--- src/rtl/tsd_pkg.sv ---
`default_nettype none
package tsd_pkg;

  localparam int unsigned OFS_W  = 9;
  localparam int unsigned SIZE_W = 33;

  localparam logic [OFS_W-1:0] LAST_OFS    = 9'd511;
  localparam logic [OFS_W-1:0] NAME_LEN    = 9'd100;
  localparam logic [OFS_W-1:0] SIZE_OFS    = 9'd124;
  localparam logic [OFS_W-1:0] SIZE_END    = 9'd135;  // offset + 11 digits
  localparam logic [7:0]       CHAR_ZERO   = 8'h30;
  localparam logic [7:0]       CHAR_SEVEN  = 8'h37;

  localparam logic [1:0] KIND_NAME = 2'd0;
  localparam logic [1:0] KIND_HDR  = 2'd1;
  localparam logic [1:0] KIND_DATA = 2'd2;
  localparam logic [1:0] KIND_END  = 2'd3;

  typedef enum logic [3:0] {
    PH_HEADER = 4'b0001,
    PH_DATA   = 4'b0010,
    PH_PAD    = 4'b0100,
    PH_DONE   = 4'b1000
  } phase_t;

  typedef struct packed {
    logic [7:0] byte_value;
    logic       final_byte;
  } in_item_t;

  typedef struct packed {
    logic [1:0]        kind;
    logic [7:0]        value;
    logic [SIZE_W-1:0] file_size;
    logic              file_last;
    logic              truncated;
  } out_item_t;

  // front -> queue
  typedef struct packed {
    logic      valid;
    out_item_t item;
  } q_push_t;

  // queue -> back
  typedef struct packed {
    logic      valid;
    out_item_t item;
  } q_head_t;

endpackage
`default_nettype wire

--- src/rtl/tsd_stream_if.sv ---
`default_nettype none
interface tsd_stream_if #(
  parameter type payload_t = logic
) ();
  logic     valid;
  logic     ready;
  payload_t payload;

  modport source (output valid, output payload, input ready);
  modport sink   (input valid, input payload, output ready);
endinterface
`default_nettype wire

--- src/rtl/tsd_front.sv ---
`default_nettype none
module tsd_front (
  input  wire logic          clk,
  input  wire logic          rst_n,
  tsd_stream_if.sink         in_ch,
  input  wire logic          q_full,
  output tsd_pkg::q_push_t   push
);

  tsd_pkg::phase_t                    phase_r, phase_nxt;
  logic [tsd_pkg::OFS_W-1:0]          ofs_r, ofs_nxt;
  logic [tsd_pkg::SIZE_W-1:0]         left_r, left_nxt;
  logic [tsd_pkg::SIZE_W-1:0]         accum_r, accum_nxt;
  logic                               octal_open_r, octal_open_nxt;
  logic                               name_open_r, name_open_nxt;

  logic                               accept;
  logic [7:0]                         b;
  logic                               fin;
  logic [tsd_pkg::OFS_W-1:0]          ofs_inc;
  logic                               data_last;
  tsd_pkg::q_push_t                   res;

  assign in_ch.ready = !q_full;
  assign accept      = in_ch.valid && !q_full;
  assign b           = in_ch.payload.byte_value;
  assign fin         = in_ch.payload.final_byte;
  assign ofs_inc     = ofs_r + 1'b1;
  assign data_last   = (left_r == tsd_pkg::SIZE_W'(1));

  always_comb begin
    phase_nxt      = phase_r;
    ofs_nxt        = ofs_r;
    left_nxt       = left_r;
    accum_nxt      = accum_r;
    octal_open_nxt = octal_open_r;
    name_open_nxt  = name_open_r;
    res            = '0;

    unique case (phase_r)
      tsd_pkg::PH_HEADER: begin
        if (ofs_r == '0 && b == 8'h00) begin
          res.valid     = 1'b1;
          res.item.kind = tsd_pkg::KIND_END;
          phase_nxt     = tsd_pkg::PH_DONE;
        end else begin
          if (ofs_r < tsd_pkg::NAME_LEN && name_open_r) begin
            if (b == 8'h00) begin
              name_open_nxt = 1'b0;
            end else begin
              res.valid      = 1'b1;
              res.item.kind  = tsd_pkg::KIND_NAME;
              res.item.value = b;
            end
          end
          if (ofs_r >= tsd_pkg::SIZE_OFS && ofs_r < tsd_pkg::SIZE_END && octal_open_r) begin
            if (b >= tsd_pkg::CHAR_ZERO && b <= tsd_pkg::CHAR_SEVEN) begin
              accum_nxt = {accum_r[tsd_pkg::SIZE_W-4:0], b[2:0]};
            end else begin
              octal_open_nxt = 1'b0;
            end
          end
          if (ofs_r == tsd_pkg::LAST_OFS) begin
            res.valid          = 1'b1;
            res.item.kind      = tsd_pkg::KIND_HDR;
            res.item.value     = '0;
            res.item.file_size = accum_r;
            res.item.file_last = (accum_r == '0);
            res.item.truncated = fin && (accum_r != '0);
            ofs_nxt        = '0;
            accum_nxt      = '0;
            octal_open_nxt = 1'b1;
            name_open_nxt  = 1'b1;
            if (accum_r != '0) begin
              left_nxt  = accum_r;
              phase_nxt = tsd_pkg::PH_DATA;
            end
          end else begin
            ofs_nxt = ofs_inc;
          end
        end
      end
      tsd_pkg::PH_DATA: begin
        left_nxt           = left_r - 1'b1;
        res.valid          = 1'b1;
        res.item.kind      = tsd_pkg::KIND_DATA;
        res.item.value     = b;
        res.item.file_last = data_last;
        res.item.truncated = fin && !data_last;
        ofs_nxt            = ofs_inc;
        if (data_last) begin
          phase_nxt = (ofs_inc == '0) ? tsd_pkg::PH_HEADER : tsd_pkg::PH_PAD;
        end
      end
      tsd_pkg::PH_PAD: begin
        ofs_nxt = ofs_inc;
        if (ofs_inc == '0) begin
          phase_nxt = tsd_pkg::PH_HEADER;
        end
      end
      tsd_pkg::PH_DONE: begin
      end
      default: begin
        phase_nxt = tsd_pkg::PH_HEADER;
      end
    endcase

    // end of input: back to the reset state
    if (fin) begin
      phase_nxt      = tsd_pkg::PH_HEADER;
      ofs_nxt        = '0;
      left_nxt       = '0;
      accum_nxt      = '0;
      octal_open_nxt = 1'b1;
      name_open_nxt  = 1'b1;
    end
  end

  assign push.valid = accept && res.valid;
  assign push.item  = res.item;

  always_ff @(posedge clk) begin
    if (!rst_n) begin
      phase_r      <= tsd_pkg::PH_HEADER;
      ofs_r        <= '0;
      left_r       <= '0;
      accum_r      <= '0;
      octal_open_r <= 1'b1;
      name_open_r  <= 1'b1;
    end else if (accept) begin
      phase_r      <= phase_nxt;
      ofs_r        <= ofs_nxt;
      left_r       <= left_nxt;
      accum_r      <= accum_nxt;
      octal_open_r <= octal_open_nxt;
      name_open_r  <= name_open_nxt;
    end
  end

endmodule
`default_nettype wire

--- src/rtl/tsd_queue.sv ---
`default_nettype none
module tsd_queue #(
  parameter int unsigned DEPTH = 2
) (
  input  wire logic              clk,
  input  wire logic              rst_n,
  input  wire tsd_pkg::q_push_t  push,
  input  wire logic              pop,
  output tsd_pkg::q_head_t       head,
  output logic                   full
);

  localparam int unsigned PTR_W = (DEPTH > 1) ? $clog2(DEPTH) : 1;
  localparam int unsigned CNT_W = $clog2(DEPTH + 1);
  localparam logic [PTR_W-1:0] PTR_LAST = PTR_W'(DEPTH - 1);

  tsd_pkg::out_item_t mem_r [DEPTH];
  logic [PTR_W-1:0]   wr_ptr_r, rd_ptr_r;
  logic [CNT_W-1:0]   cnt_r;
  logic               do_push, do_pop;

  assign full       = (cnt_r == CNT_W'(DEPTH));
  assign head.valid = (cnt_r != '0);
  assign head.item  = mem_r[rd_ptr_r];
  assign do_push    = push.valid && !full;
  assign do_pop     = pop && head.valid;

  always_ff @(posedge clk) begin
    if (do_push) begin
      mem_r[wr_ptr_r] <= push.item;
    end
  end

  always_ff @(posedge clk) begin
    if (!rst_n) begin
      wr_ptr_r <= '0;
      rd_ptr_r <= '0;
      cnt_r    <= '0;
    end else begin
      if (do_push) begin
        wr_ptr_r <= (wr_ptr_r == PTR_LAST) ? '0 : wr_ptr_r + 1'b1;
      end
      if (do_pop) begin
        rd_ptr_r <= (rd_ptr_r == PTR_LAST) ? '0 : rd_ptr_r + 1'b1;
      end
      if (do_push && !do_pop) begin
        cnt_r <= cnt_r + 1'b1;
      end else if (do_pop && !do_push) begin
        cnt_r <= cnt_r - 1'b1;
      end
    end
  end

endmodule
`default_nettype wire

--- src/rtl/tsd_back.sv ---
`default_nettype none
module tsd_back (
  input  wire logic              clk,
  input  wire logic              rst_n,
  input  wire tsd_pkg::q_head_t  head,
  output logic                   pop,
  tsd_stream_if.source           out_ch
);

  logic               valid_r;
  tsd_pkg::out_item_t item_r;
  logic               take;

  // register is free when empty or being drained this cycle
  assign take = !valid_r || out_ch.ready;
  assign pop  = head.valid && take;

  always_ff @(posedge clk) begin
    if (!rst_n) begin
      valid_r <= 1'b0;
    end else if (take) begin
      valid_r <= head.valid;
    end
  end

  always_ff @(posedge clk) begin
    if (pop) begin
      item_r <= head.item;
    end
  end

  assign out_ch.valid   = valid_r;
  assign out_ch.payload = item_r;

endmodule
`default_nettype wire

--- src/rtl/tar_stream_deframer.sv ---
`default_nettype none
// Channel  | Dir | Payload                                        | Handshake
// in_ch    | in  | byte_value[7:0], final_byte                    | valid/ready
// out_ch   | out | kind[1:0], value[7:0], file_size[32:0],        | valid/ready
//          |     | file_last, truncated                           |
//
// One archive byte per cycle while the result queue is not full. The front
// parser updates its counters and the octal shift-add in the accepting cycle;
// a result passes the queue and output register to out_ch, held while it stalls.
// Reset (rst_n low, synchronous) empties the queue and output register and
// returns the parser to the start of a header block.
// in_ch.ready drops only while the result queue is full.
module tar_stream_deframer #(
  parameter int unsigned QUEUE_DEPTH = 2
) (
  input  wire logic     clk,
  input  wire logic     rst_n,
  tsd_stream_if.sink    in_ch,
  tsd_stream_if.source  out_ch
);

  tsd_pkg::q_push_t q_push;
  tsd_pkg::q_head_t q_head;
  logic             q_full;
  logic             q_pop;

  // Front: header/data/padding parser, one result per byte at most.
  tsd_front u_front (
    .clk    (clk),
    .rst_n  (rst_n),
    .in_ch  (in_ch),
    .q_full (q_full),
    .push   (q_push)
  );

  // Short result queue so the parser keeps taking bytes while out_ch stalls.
  tsd_queue #(
    .DEPTH (QUEUE_DEPTH)
  ) u_queue (
    .clk   (clk),
    .rst_n (rst_n),
    .push  (q_push),
    .pop   (q_pop),
    .head  (q_head),
    .full  (q_full)
  );

  // Back: registered result stage driving out_ch.
  tsd_back u_back (
    .clk    (clk),
    .rst_n  (rst_n),
    .head   (q_head),
    .pop    (q_pop),
    .out_ch (out_ch)
  );

`ifndef NO_ASSERTIONS
  // the parser never produces a result while the queue cannot take it
  a_no_push_when_full: assert property (@(posedge clk) disable iff (!rst_n)
    q_full |-> !q_push.valid)
    else $error("result pushed into full queue");

  // header done flags last exactly when the size is zero
  a_hdr_last: assert property (@(posedge clk) disable iff (!rst_n)
    (out_ch.valid && out_ch.payload.kind == tsd_pkg::KIND_HDR) |->
      (out_ch.payload.file_last == (out_ch.payload.file_size == '0)))
    else $error("header done last flag inconsistent with size");

  // name and end items carry no size, last or truncation flags
  a_plain_kinds: assert property (@(posedge clk) disable iff (!rst_n)
    (out_ch.valid && (out_ch.payload.kind == tsd_pkg::KIND_NAME ||
                      out_ch.payload.kind == tsd_pkg::KIND_END)) |->
      (!out_ch.payload.file_last && !out_ch.payload.truncated &&
       out_ch.payload.file_size == '0))
    else $error("name or end item carries flags");

  // a data byte is never both last and truncated
  a_data_flags: assert property (@(posedge clk) disable iff (!rst_n)
    (out_ch.valid && out_ch.payload.kind == tsd_pkg::KIND_DATA) |->
      (!(out_ch.payload.file_last && out_ch.payload.truncated) &&
       out_ch.payload.file_size == '0))
    else $error("data item flags inconsistent");
`endif

endmodule
`default_nettype wire

--- src/flat_wrapper.sv ---
// flat-port wrapper written by rule: the top's interface ports become plain ports
module tar_stream_deframer_flat 
#(
  parameter int unsigned QUEUE_DEPTH = 2
)
  (clk, rst_n, in_ch_valid, in_ch_payload, in_ch_ready, out_ch_valid, out_ch_payload, out_ch_ready);
  tsd_stream_if #(.payload_t(tsd_pkg::in_item_t)) in_ch_i ();
  tsd_stream_if #(.payload_t(tsd_pkg::out_item_t)) out_ch_i ();
  input  wire logic clk;
  input  wire logic rst_n;
  input wire logic [$bits(in_ch_i.valid)-1:0] in_ch_valid;
  input wire logic [$bits(in_ch_i.payload)-1:0] in_ch_payload;
  output wire logic [$bits(in_ch_i.ready)-1:0] in_ch_ready;
  output wire logic [$bits(out_ch_i.valid)-1:0] out_ch_valid;
  output wire logic [$bits(out_ch_i.payload)-1:0] out_ch_payload;
  input wire logic [$bits(out_ch_i.ready)-1:0] out_ch_ready;
  assign in_ch_i.valid = in_ch_valid;
  assign in_ch_i.payload = in_ch_payload;
  assign in_ch_ready = in_ch_i.ready;
  assign out_ch_valid = out_ch_i.valid;
  assign out_ch_payload = out_ch_i.payload;
  assign out_ch_i.ready = out_ch_ready;
  tar_stream_deframer #(.QUEUE_DEPTH(QUEUE_DEPTH)) u_core (.clk(clk), .rst_n(rst_n), .in_ch(in_ch_i), .out_ch(out_ch_i));
endmodule
--- config.mk ---
export PLATFORM = sky130hd
export DESIGN_NAME = tar_stream_deframer_flat
export DESIGN_NICKNAME = d
export VERILOG_FILES = /design/src/rtl/tsd_pkg.sv /design/src/rtl/tsd_stream_if.sv /design/src/rtl/tsd_front.sv /design/src/rtl/tsd_queue.sv /design/src/rtl/tsd_back.sv /design/src/rtl/tar_stream_deframer.sv /design/src/flat_wrapper.sv
export SDC_FILE = /design/constraint.sdc
export NUM_CORES = 1
export LEC_CHECK = 0
export ABC_AREA = 0
export BUFFER_PORTS_ARGS = -buffer_cell sky130_fd_sc_hd__buf_2
export CORE_MARGIN = 5
export CORE_UTILIZATION = 45
export DETAILED_ROUTE_END_ITERATION = 8
export GPL_TIMING_DRIVEN = 0
export HOLD_SLACK_MARGIN = 0.03
export PLACE_DENSITY = 0.73
export SKIP_LAST_GASP = 1
export SLEW_MARGIN = 10
export SYNTH_ARGS = -nofsm -noshare
export SYNTH_HDL_FRONTEND = slang
export SYNTH_HIERARCHICAL = 1
export SYNTH_SLANG_ARGS = --single-unit
--- constraint.sdc ---
create_clock -name clk -period 5.6 [get_ports clk]
set_input_delay 0.56 -clock clk [delete_from_list [all_inputs] [get_ports clk]]
set_output_delay 0.56 -clock clk [all_outputs]
set_load 0.05 [all_outputs]
==> flow_metrics.tcl, run 1 <==
set metrics [dict create \
    power.leakage_nw 4.11 \
    yosysTopAreaCell "edfxtp_1" \
    grt_setup_unrepaired "false" \
    syn-instance-count 811 \
    post_cts_buffers 0 \
    port_buffers 59 \
    fill_cells 1787 \
    ios 60 \
    via_per_inst 5.63 \
    insertion_delay_ns 0.50 \
    cts_hold_buf 0 \
    detail_route.wl_per_cell_um 17.5 \
    r2r-end "u_core/u_queue/mem_r[0][14]$_DFFE_PP_" \
    hold_viol_final 0 \
    finalClockSkew_ns 0.0134 \
    worst_pin_slew_ns 1.07 \
    synth_cell_types 70 \
    async_flop_share 0 \
    critPathArrivalTime_ns 4.00 \
    holdPathStages 2 \
    antenna_found_initial 0 \
    fp.dieArea_mm2 0.0242 \
    cts_made_buffers 23 \
    dr.first_iter.drc_count 548 \
    synthesis.nets 830 \
    ant_nets 0 \
    maxCapViolCount 0 \
    place_area_mm2 0.0103 \
    post-route-util 0.526 \
    worst_setup_path_start_kind "flop" \
    worstReg2RegStart "u_core/u_front/phase_r[3]$_SDFFE_PN0P_" \
    routed_wl_mm 20.8 \
    firstDrtPassIters 6 \
    dpl.hpwl_mm 14.7 \
    cts_tree "yes" \
    ys.warnings.count 6 \
    dieHeight_um 156 \
    grt_start_max_net_pins 35 \
    max_freq_mhz 262 \
    fp.dieW_um 156 \
    ys_seq_area_frac 0.608 \
    rows 53 \
    clk_pin_slew_worst_paths_ns 0.07 \
    clockRootBuffer "clkbuf_16" \
    min-delay-start "in_ch_payload[2]" \
    crit_type "reg -> reg" \
    final_cell_mix "135 x edfxtp_1, 87 x dfxtp_1, 71 x buf_2" \
    globalplace.congestion 0.935 \
    min_path_type "in -> reg" \
    required_ns 5.78 \
    clock_sinks 222 \
    htreeDepth 1 \
    min_to "u_core/u_front/accum_r[1]$_SDFFE_PN0P_" \
    cts_resized 0 \
    synth_seq_cells 222 \
    worst_ir_drop_vdd_mv 0.187 \
    timing.setup.tns_ns 0 \
    antenna_cells 0 \
    areaGrowthSynthToFinish_pct 15.7 \
    worst_slew_margin_rel 0.280 \
    start_util 0.455 \
    p_per_area_mw_per_mm2 454 \
    synth_area_mm2 0.00954 \
    cp_max_fo 18 \
    synthFlopType "edfxtp_1" \
    mostFrequentLayoutCell "edfxtp_1" \
    synth-edff-count 135 \
    drv_slew 0 \
    grt_pass1_wl_mm 33.7 \
    min_period_ns 3.82 \
    vias 6705 \
    critPathCaptureType "flop" \
    synthTopCellsByArea "edfxtp_1 43%, dfxtp_1 18%, mux2_2 5.3%" \
    p_total_mw 5.00 \
    nets 918 \
    grt-ovfl-total 0 \
    synth_top_cell_area_share 0.425 \
    grt_pass1_vias 6442 \
    ff2ff_path_depth 8 \
    fin_area_mm2 0.0110 \
    post_route_cells_drive_above_1_share 0.214 \
    track_usage 0.169 \
    reg2reg_slack_ns 1.78 \
    fp.coreArea_mm2 0.0210 \
    setup_viol 0 \
    drc 0 \
    clock_path_buffers 3 \
    syn_avg_cell_area_um2 11.8 \
    post-route-period-util 0.682 \
    status "finished clean" \
]
kinds of logic after synthesis:
| kind of cell | count (synthesis) | share of synthesized area |
|---|---|---|
| buffers and inverters | 69 | 0.0323 |
| AO/OA/AOI/OAI | 197 | 0.135 |
| adder cells (fa/ha/maj) | 6 | 0.00787 |
| multiplexers | 50 | 0.0584 |
| flip-flops | 222 | 0.608 |
| AND/OR/NAND/NOR | 262 | 0.154 |
| XOR/XNOR | 5 | 0.00459 |
state kept, by name, summed over array words and instances (netlist names), named ones only:
signal / flops
u_core/u_queue/wr_ptr_r: 1
u_core/u_back/out_ch.payload: 45
u_core/u_front/left_r: 33
u_core/u_queue/rd_ptr_r: 1
u_core/u_front/ofs_r: 9
u_core/u_front/accum_r: 33
u_core/u_back/out_ch.valid: 1
u_core/u_front/phase_r: 4
u_core/u_front/name_open_r: 1
u_core/u_queue/cnt_r: 2
u_core/u_front/octal_open_r: 1
u_core/u_queue/mem_r: 90
report_power, final:
part / switching, mW / internal, mW / total [mW]
clock: 0.607 / 0.877 / 1.48
combinational: 0.962 / 0.390 / 1.35
sequential: 0.0692 / 2.10 / 2.17
total: 1.64 / 3.37 / 5.00
Yosys cell counts, types with 5 or more instances:
| master | number |
|---|---|
| dfxtp_1 | 87 |
| a22o_1 | 33 |
| mux2_2 | 45 |
| o211ai_1 | 7 |
| nor3_1 | 26 |
| nor4_1 | 18 |
| and3_1 | 40 |
| nand2b_1 | 5 |
| nand2_1 | 34 |
| or3_1 | 7 |
| buf_2 | 12 |
| a22oi_1 | 5 |
| a31oi_1 | 9 |
| clkbuf_1 | 31 |
| o21ai_1 | 5 |
| o21ai_0 | 63 |
| nor2_1 | 63 |
| mux2i_1 | 5 |
| edfxtp_1 | 135 |
| nor2b_1 | 13 |
| buf_4 | 7 |
| a21oi_1 | 39 |
| and2_1 | 5 |
| ha_1 | 6 |
| inv_1 | 17 |
| nand3_1 | 14 |
worst max-delay path by stage:
| stage | start | endpoint | slack (ns) |
|---|---|---|---|
| 2_1_floorplan | in_ch_payload[4] | u_core/u_queue/mem_r[0][0]$_DFFE_PP_ | 1.18 |
| 3_3_place_gp | in_ch_payload[4] | u_core/u_queue/mem_r[0][14]$_DFFE_PP_ | -0.13 |
| 3_5_place_dp | in_ch_payload[4] | u_core/u_queue/mem_r[0][14]$_DFFE_PP_ | 1.79 |
| 4_1_cts | u_core/u_front/phase_r[3]$_SDFFE_PN0P_ | u_core/u_queue/mem_r[0][14]$_DFFE_PP_ | 1.81 |
| 5_1_grt | u_core/u_front/phase_r[3]$_SDFFE_PN0P_ | u_core/u_queue/mem_r[0][14]$_DFFE_PP_ | 1.54 |
| 6_report | u_core/u_front/phase_r[3]$_SDFFE_PN0P_ | u_core/u_queue/mem_r[0][14]$_DFFE_PP_ | 1.78 |
worst max-delay path: stages, from the launching register on:
cell and delay, ns:
dfxtp_1 0.30, clkbuf_1 0.19, nor4b_2 0.82, clkbuf_1 0.40, clkbuf_1 0.51, o31a_1 0.26, inv_1 0.09, nor3_4 0.65
buf_8 0.27
routing by layer:
metal / vias to the layer above / wire (um) / GRT usage
li1: 3266 / - / -
met4: 0 / 455 / 0.0479
met2: 216 / 10300 / 0.288
met3: 30 / 1260 / 0.0233
met5: - / 0 / 0
met1: 3193 / 8860 / 0.227
layout make-up:
cell class                 instances  area (um2)  area share
buffer                            51         240      0.0218
clock buffer                      29         651      0.0590
clock inverter                    12         105     0.00953
inverter                          18        67.6     0.00613
multi-input combinational        520        3450       0.313
sequential                       222        5800       0.526
tap                              275         344      0.0312
timing repair buffer              63         378      0.0343
stage by stage:
step	setup WS [ns]	hold WS (ns)	cells
after floorplan	1.18	0.436	811
after global placement	-0.133	0.458	1145
after detailed placement	1.79	0.461	1149
after CTS	1.81	0.315	1190
after global routing	1.54	0.320	1190
final	1.78	0.328	1190
Note: power is estimated with default switching activity, not from simulation.
==> inputs of run 2 (changes only) <==
--- a/config.mk
+++ b/config.mk
@@ -5,14 +5,14 @@
 export SDC_FILE = /design/constraint.sdc
 export NUM_CORES = 1
 export LEC_CHECK = 0
-export ABC_AREA = 0
+export ABC_AREA = 1
 export BUFFER_PORTS_ARGS = -buffer_cell sky130_fd_sc_hd__buf_2
 export CORE_MARGIN = 5
 export CORE_UTILIZATION = 45
 export DETAILED_ROUTE_END_ITERATION = 8
 export GPL_TIMING_DRIVEN = 0
 export HOLD_SLACK_MARGIN = 0.03
-export PLACE_DENSITY = 0.73
+export PLACE_DENSITY = 0.75
 export SKIP_LAST_GASP = 1
 export SLEW_MARGIN = 10
 export SYNTH_ARGS = -nofsm -noshare
==> constraint.sdc (replaced) <==
create_clock -name clk -period 3.5 [get_ports clk]
set_input_delay 0.35 -clock clk [delete_from_list [all_inputs] [get_ports clk]]
set_output_delay 0.35 -clock clk [all_outputs]
set_load 0.05 [all_outputs]
==> flow_metrics.tcl, run 2 <==
set metrics [dict create \
    status "finished clean" \
    grt_pass1_wl_mm 39.2 \
    min-delay-start "out_ch_ready" \
    grt-ovfl-total 0 \
    synth.area.mux_share 0.0626 \
    cts_made_buffers 23 \
    drv_slew 0 \
    antenna_cells 0 \
    syn_avg_cell_area_um2 9.39 \
    globalplace.congestion 0.925 \
    top_register "u_core/u_queue/mem_r" \
    setup_viol 0 \
    via_per_inst 5.32 \
    fill_cells 1981 \
    synthesis.nets 1137 \
    dieHeight_um 163 \
    post-route-period-util 0.943 \
    vias 8159 \
    synth_area_mm2 0.0105 \
    post_cts_buffers 0 \
    dpl.hpwl_mm 17.9 \
    worst_slew_margin_rel 0.465 \
    synth_cell_types 46 \
    firstDrtPassIters 5 \
    synthFlopType "edfxtp_1" \
    routed_wl_mm 24.6 \
    synth_compound_area_frac 0.0832 \
    fp.dieW_um 163 \
    async_flop_share 0 \
    nets 1223 \
    crit_buf_inv 2 \
    hold_viol_final 0 \
    clock_path_buffers 3 \
    fin_ws_ns 0.200 \
    crit_family "simple AND/OR/NAND/NOR gates" \
    clk_pin_slew_worst_paths_ns 0.06 \
    grt_setup_unrepaired "true" \
    ys.warnings.count 6 \
    final_cell_mix "220 x nand2_1, 151 x nor2_1, 135 x edfxtp_1" \
    synth_top_family_by_area "simple AND/OR/NAND/NOR gates" \
    synth_common_cells "220 x nand2_1, 153 x nor2_1, 135 x edfxtp_1, 99 x a21oi_1, 94 x inv_1" \
    ios 60 \
    track_usage 0.182 \
    largest_register_ffs 90 \
    required_ns 3.70 \
    power.leakage_nw 4.65 \
    timing.setup.tns_ns 0 \
    clockRootBuffer "clkbuf_16" \
    syn-instance-count 1118 \
    htreeDepth 1 \
    insertion_delay_ns 0.49 \
    grt_start_max_net_pins 30 \
    worst_pin_slew_ns 0.800 \
    cts_resized 0 \
    synth_seq_cells 222 \
    ys_seq_area_frac 0.552 \
    antenna_found_initial 0 \
    cp_max_fo 24 \
    rows 55 \
    ant_nets 0 \
    p_per_area_mw_per_mm2 838 \
    crit_path_top_delay_cell "nor2_4" \
    detail_route.wl_per_cell_um 16.1 \
    areaGrowthSynthToFinish_pct 15.0 \
    yosysTopAreaCell "edfxtp_1" \
    synth-edff-count 135 \
    worstReg2RegStart "u_core/u_front/ofs_r[1]$_SDFFE_PN0P_" \
    cp_common_cell "a21oi_1" \
    cts_hold_buf 0 \
    mostFrequentLayoutCell "nand2_1" \
    cts_tree "yes" \
    crit_chain "ha_1 -> nand2_1 -> nor2_1 -> nand2_1 -> nor3_1 -> ha_1 -> inv_1 -> a21oi_1 -> a21oi_1 -> a21oi_1 -> o21ai_2 -> nor2_4 -> buf_16" \
    fp.coreArea_mm2 0.0228 \
    synth_most_common_cell "nand2_1" \
    maxCapViolCount 0 \
    synthTopCellsByArea "edfxtp_1 39%, dfxtp_1 17%, nand2_1 7.9%" \
    port_buffers 58 \
    grt_pass1_vias 7667 \
    min_period_ns 3.30 \
    yosys.area_share.xor_xnor 0.00500 \
    startpoint "u_core/u_front/ofs_r[1]$_SDFFE_PN0P_" \
    post_route_cells_drive_above_1_share 0.168 \
    clock_sinks 222 \
    crit_type "reg -> reg" \
    worst_setup_path_start_kind "flop" \
    min_path_type "in -> reg" \
    start_util 0.461 \
    synth_top_cell_area_share 0.386 \
    place_ws_ns 0.220 \
    synthAdderAreaFrac 0.00715 \
    critPathCaptureType "flop" \
    max_freq_mhz 303 \
    synthSimpleGateAreaFrac 0.220 \
    worst_ir_drop_vdd_mv 0.504 \
    dr.first_iter.drc_count 623 \
    fp.dieArea_mm2 0.0265 \
    drc 0 \
    slowest_delay_ns 0.63 \
    critPathArrivalTime_ns 3.50 \
    finalClockSkew_ns 0.0105 \
]
run 2: kinds of logic (layout without fill, tap and decap cells):
group	Yosys count	after routing
XOR/XNOR	6	6
AO/OA/AOI/OAI	164	164
adder cells (fa/ha/maj)	6	6
AND/OR/NAND/NOR	525	525
multiplexers	45	45
flip-flops	222	222
buffers and inverters	150	252
run 2: cell type report:
| class | instances | area [um2] | area share |
|---|---|---|---|
| Sequential cell | 222 | 5800 | 0.480 |
| Multi-Input combinational cell | 746 | 4000 | 0.331 |
| Clock buffer | 27 | 591 | 0.0489 |
| Tap cell | 313 | 392 | 0.0324 |
| Inverter | 101 | 384 | 0.0318 |
| Timing Repair Buffer | 61 | 365 | 0.0302 |
| Buffer | 49 | 350 | 0.0290 |
| Clock inverter | 14 | 204 | 0.0169 |
run 2: metal layers:
layer	GRT usage	share of wire	routed length [um]
met3	0.0253	0.079	1950
met1	0.243	0.42	10300
met5	0	0	0
met2	0.311	0.48	11700
met4	0.0530	0.027	654
run 2: worst paths after layout:
path,to,cells after the start,slack [ns]
setup / recovery,u_core/u_queue/mem_r[0][20]$_DFFE_PP_,13,0.20
hold / removal,u_core/u_back/out_ch.valid$_SDFFE_PN0P_,4,0.13
setup reg to reg,u_core/u_queue/mem_r[0][20]$_DFFE_PP_,13,0.20
hold reg to reg,u_core/u_front/accum_r[24]$_SDFFE_PN0P_,2,0.48
run 2: metrics by stage:
stage	power (mW)	cells	utilization	hold WS (ns)	instance area, um2
finish	10.1	1533	0.530	0.126	12100
floorplan	6.71	1118	-	0.435	10500
global placement	7.48	1489	0.491	0.450	11200
detailed placement	7.62	1492	0.495	0.471	11300
CTS	10.2	1533	0.530	0.110	12100
global route	10.6	1533	0.530	0.128	12100
run 2: tightest hold or removal path: cells and delay by family:
| kind | cells | cell delay (ns) |
|---|---|---|
| buffers and inverters | 2 | 0.12 |
| and+or+nand+nor | 1 | 0.05 |
| AOI/OAI and AO/OA | 1 | 0.04 |
run 2: report_power, final:
group | switching, mW | leakage (nW) | internal [mW]
Sequential | 0.196 | 2.00 | 3.53
Combinational | 2.67 | 2.28 | 1.18
Clock | 0.969 | 0.379 | 1.58
==> inputs of run 3 (changes only) <==
--- a/config.mk
+++ b/config.mk
@@ -6,13 +6,14 @@
 export NUM_CORES = 1
 export LEC_CHECK = 0
 export ABC_AREA = 1
-export BUFFER_PORTS_ARGS = -buffer_cell sky130_fd_sc_hd__buf_2
+export BUFFER_PORTS_ARGS = -buffer_cell sky130_fd_sc_hd__buf_4
 export CORE_MARGIN = 5
 export CORE_UTILIZATION = 45
 export DETAILED_ROUTE_END_ITERATION = 8
 export GPL_TIMING_DRIVEN = 0
 export HOLD_SLACK_MARGIN = 0.03
 export PLACE_DENSITY = 0.75
+export REMOVE_ABC_BUFFERS = 1
 export SKIP_LAST_GASP = 1
 export SLEW_MARGIN = 10
 export SYNTH_ARGS = -nofsm -noshare
==> flow_metrics.tcl, run 3 (same netlist as run 2, synthesis figures left out) <==
set metrics [dict create \
    top_register "u_core/u_queue/mem_r" \
    antenna_found_initial 0 \
    grt-ovfl-total 0 \
    reg2reg_slack_ns 0.38 \
    drc 0 \
    detail_route.wl_per_cell_um 15.1 \
    routed_wl_mm 22.4 \
    largest_register_ffs 90 \
    mostFrequentLayoutCell "nand2_1" \
    ios 60 \
    place_area_mm2 0.0111 \
    port_buffers 59 \
    crit_family "simple AND/OR/NAND/NOR gates" \
    cp_max_fo 29 \
    clock_path_buffers 3 \
    hold_viol_final 0 \
    multiInputGateArea_mm2 0.00405 \
    worst_pin_slew_ns 1.02 \
    worst_setup_path_start_kind "flop" \
    slowest_delay_ns 0.48 \
    areaGrowthSynthToFinish_pct 13.1 \
    critPathArrivalTime_ns 3.31 \
    final_cell_mix "219 x nand2_1, 150 x nor2_1, 135 x edfxtp_1" \
    cts_made_buffers 22 \
    cts_tree "yes" \
    via_per_inst 5.28 \
    worst_slew_margin_rel 0.317 \
    timing.setup.tns_ns 0 \
    min_path_type "in -> reg" \
    firstDrtPassIters 5 \
    max_freq_mhz 320 \
    clockRootBuffer "clkbuf_16" \
    required_ns 3.69 \
    grt_pass1_vias 7448 \
    crit_buf_inv 2 \
    ant_nets 0 \
    vias 7862 \
    nets 1178 \
    clk_pin_slew_worst_paths_ns 0.06 \
    track_usage 0.167 \
    drv_slew 0 \
    power.leakage_nw 4.51 \
    post-route-period-util 0.892 \
    clock_sinks 222 \
    seq_area_mm2 0.00580 \
    post-route-util 0.521 \
    status "finished clean" \
    fp.dieArea_mm2 0.0265 \
    crit_chain "ha_1 -> nand2_1 -> nor2_1 -> nand2_1 -> nor3_1 -> ha_1 -> inv_1 -> a21oi_1 -> a21oi_1 -> a21oi_1 -> o21ai_2 -> nor2_4 -> buf_12" \
    finalClockSkew_ns 0.00924 \
    rows 55 \
    hold_slack_ns 0.109 \
    grt_setup_unrepaired "false" \
    grt_start_max_net_pins 71 \
    fill_cells 1969 \
    cp_common_cell "a21oi_1" \
    crit_type "reg -> reg" \
    post_route_cells_drive_above_1_share 0.160 \
    htreeDepth 1 \
    worst_ir_drop_vdd_mv 0.443 \
    min_period_ns 3.12 \
    fp.dieW_um 163 \
    start_util 0.461 \
    p_per_area_mw_per_mm2 832 \
    globalplace.congestion 0.943 \
    dpl.hpwl_mm 14.8 \
    dr.first_iter.drc_count 701 \
    fin_area_mm2 0.0119 \
    insertion_delay_ns 0.50 \
    antenna_cells 0 \
    setup_viol 0 \
    maxCapViolCount 0 \
    grt_pass1_wl_mm 37.0 \
    critPathCaptureType "flop" \
    fp.coreArea_mm2 0.0228 \
    crit_path_top_delay_cell "nor2_4" \
    dieHeight_um 163 \
]
[run 3: cell count changes in the layout (fill, tap and decap cells not counted), moves of 2 or more]
cell,delta
buf_16,-2
buf_2,-67
buf_4,+57
buf_6,-11
bufinv_16,-4
clkbuf_1,-23
clkinv_1,-2
clkinv_2,+3
clkinv_4,+2
inv_2,-2
nand3_4,+2
nor2_4,+2
[run 3: area by class of cell]
cell class,count,area share
tap,313,0.0330
inverter,101,0.0326
multi-input combinational,748,0.341
timing repair buffer,64,0.0453
sequential,222,0.488
clock buffer,28,0.0509
clock inverter,12,0.00906
[run 3: worst register-to-register path, delay by kind of cell, from the launching register on]
kind / cells / cell delay [ns]
AND/OR/NAND/NOR: 5 / 1.03
AO/OA/AOI/OAI: 4 / 0.61
adder cells (fa/ha/maj): 2 / 0.40
flip-flops: 1 / 0.38
buffers and inverters: 2 / 0.37
[run 3: power by group]
group / switching [mW] / leakage, nW / total (mW) / internal, mW
logic: 2.54 / 2.17 / 3.76 / 1.22
clock network: 0.975 / 0.343 / 2.29 / 1.31
registers: 0.296 / 2.00 / 3.83 / 3.53
[run 3: per-stage QoR]
step	worst slack (ns)	power, mW	instances
finish	0.379	9.87	1488
global placement	-2.00	7.47	1441
global route	0.0358	10.4	1488
CTS	0.287	9.90	1486
detailed placement	-0.541	7.58	1445
floorplan	-0.565	6.59	1069
[run 3: path summary, 6_finish.rpt]
check / startpoint / cells after the start / to
worst max-delay path: u_core/u_front/ofs_r[1]$_SDFFE_PN0P_ / 13 / u_core/u_queue/mem_r[0][25]$_DFFE_PP_
worst min-delay path: out_ch_ready / 4 / u_core/u_back/out_ch.valid$_SDFFE_PN0P_
worst max register to register: u_core/u_front/ofs_r[1]$_SDFFE_PN0P_ / 13 / u_core/u_queue/mem_r[0][25]$_DFFE_PP_
worst min register to register: u_core/u_front/accum_r[19]$_SDFFE_PN0P_ / 2 / u_core/u_front/accum_r[19]$_SDFFE_PN0P_
[run 3: timing repair]
item                       4_1_cts  5_1_grt
hold buffers                     0        0
pin swaps                        1        2
cloned                           1        1
setup endpoints to repair       56       35
resized for setup                5        2
buffers inserted                 0        1
[run 3: per-layer routing]
layer	routed length (um)	vias to the layer above	track usage
met4	357	0	0.0454
met5	0	-	0
li1	-	3883	-
met3	1420	27	0.0235
met2	10900	266	0.284
met1	9800	3686	0.226
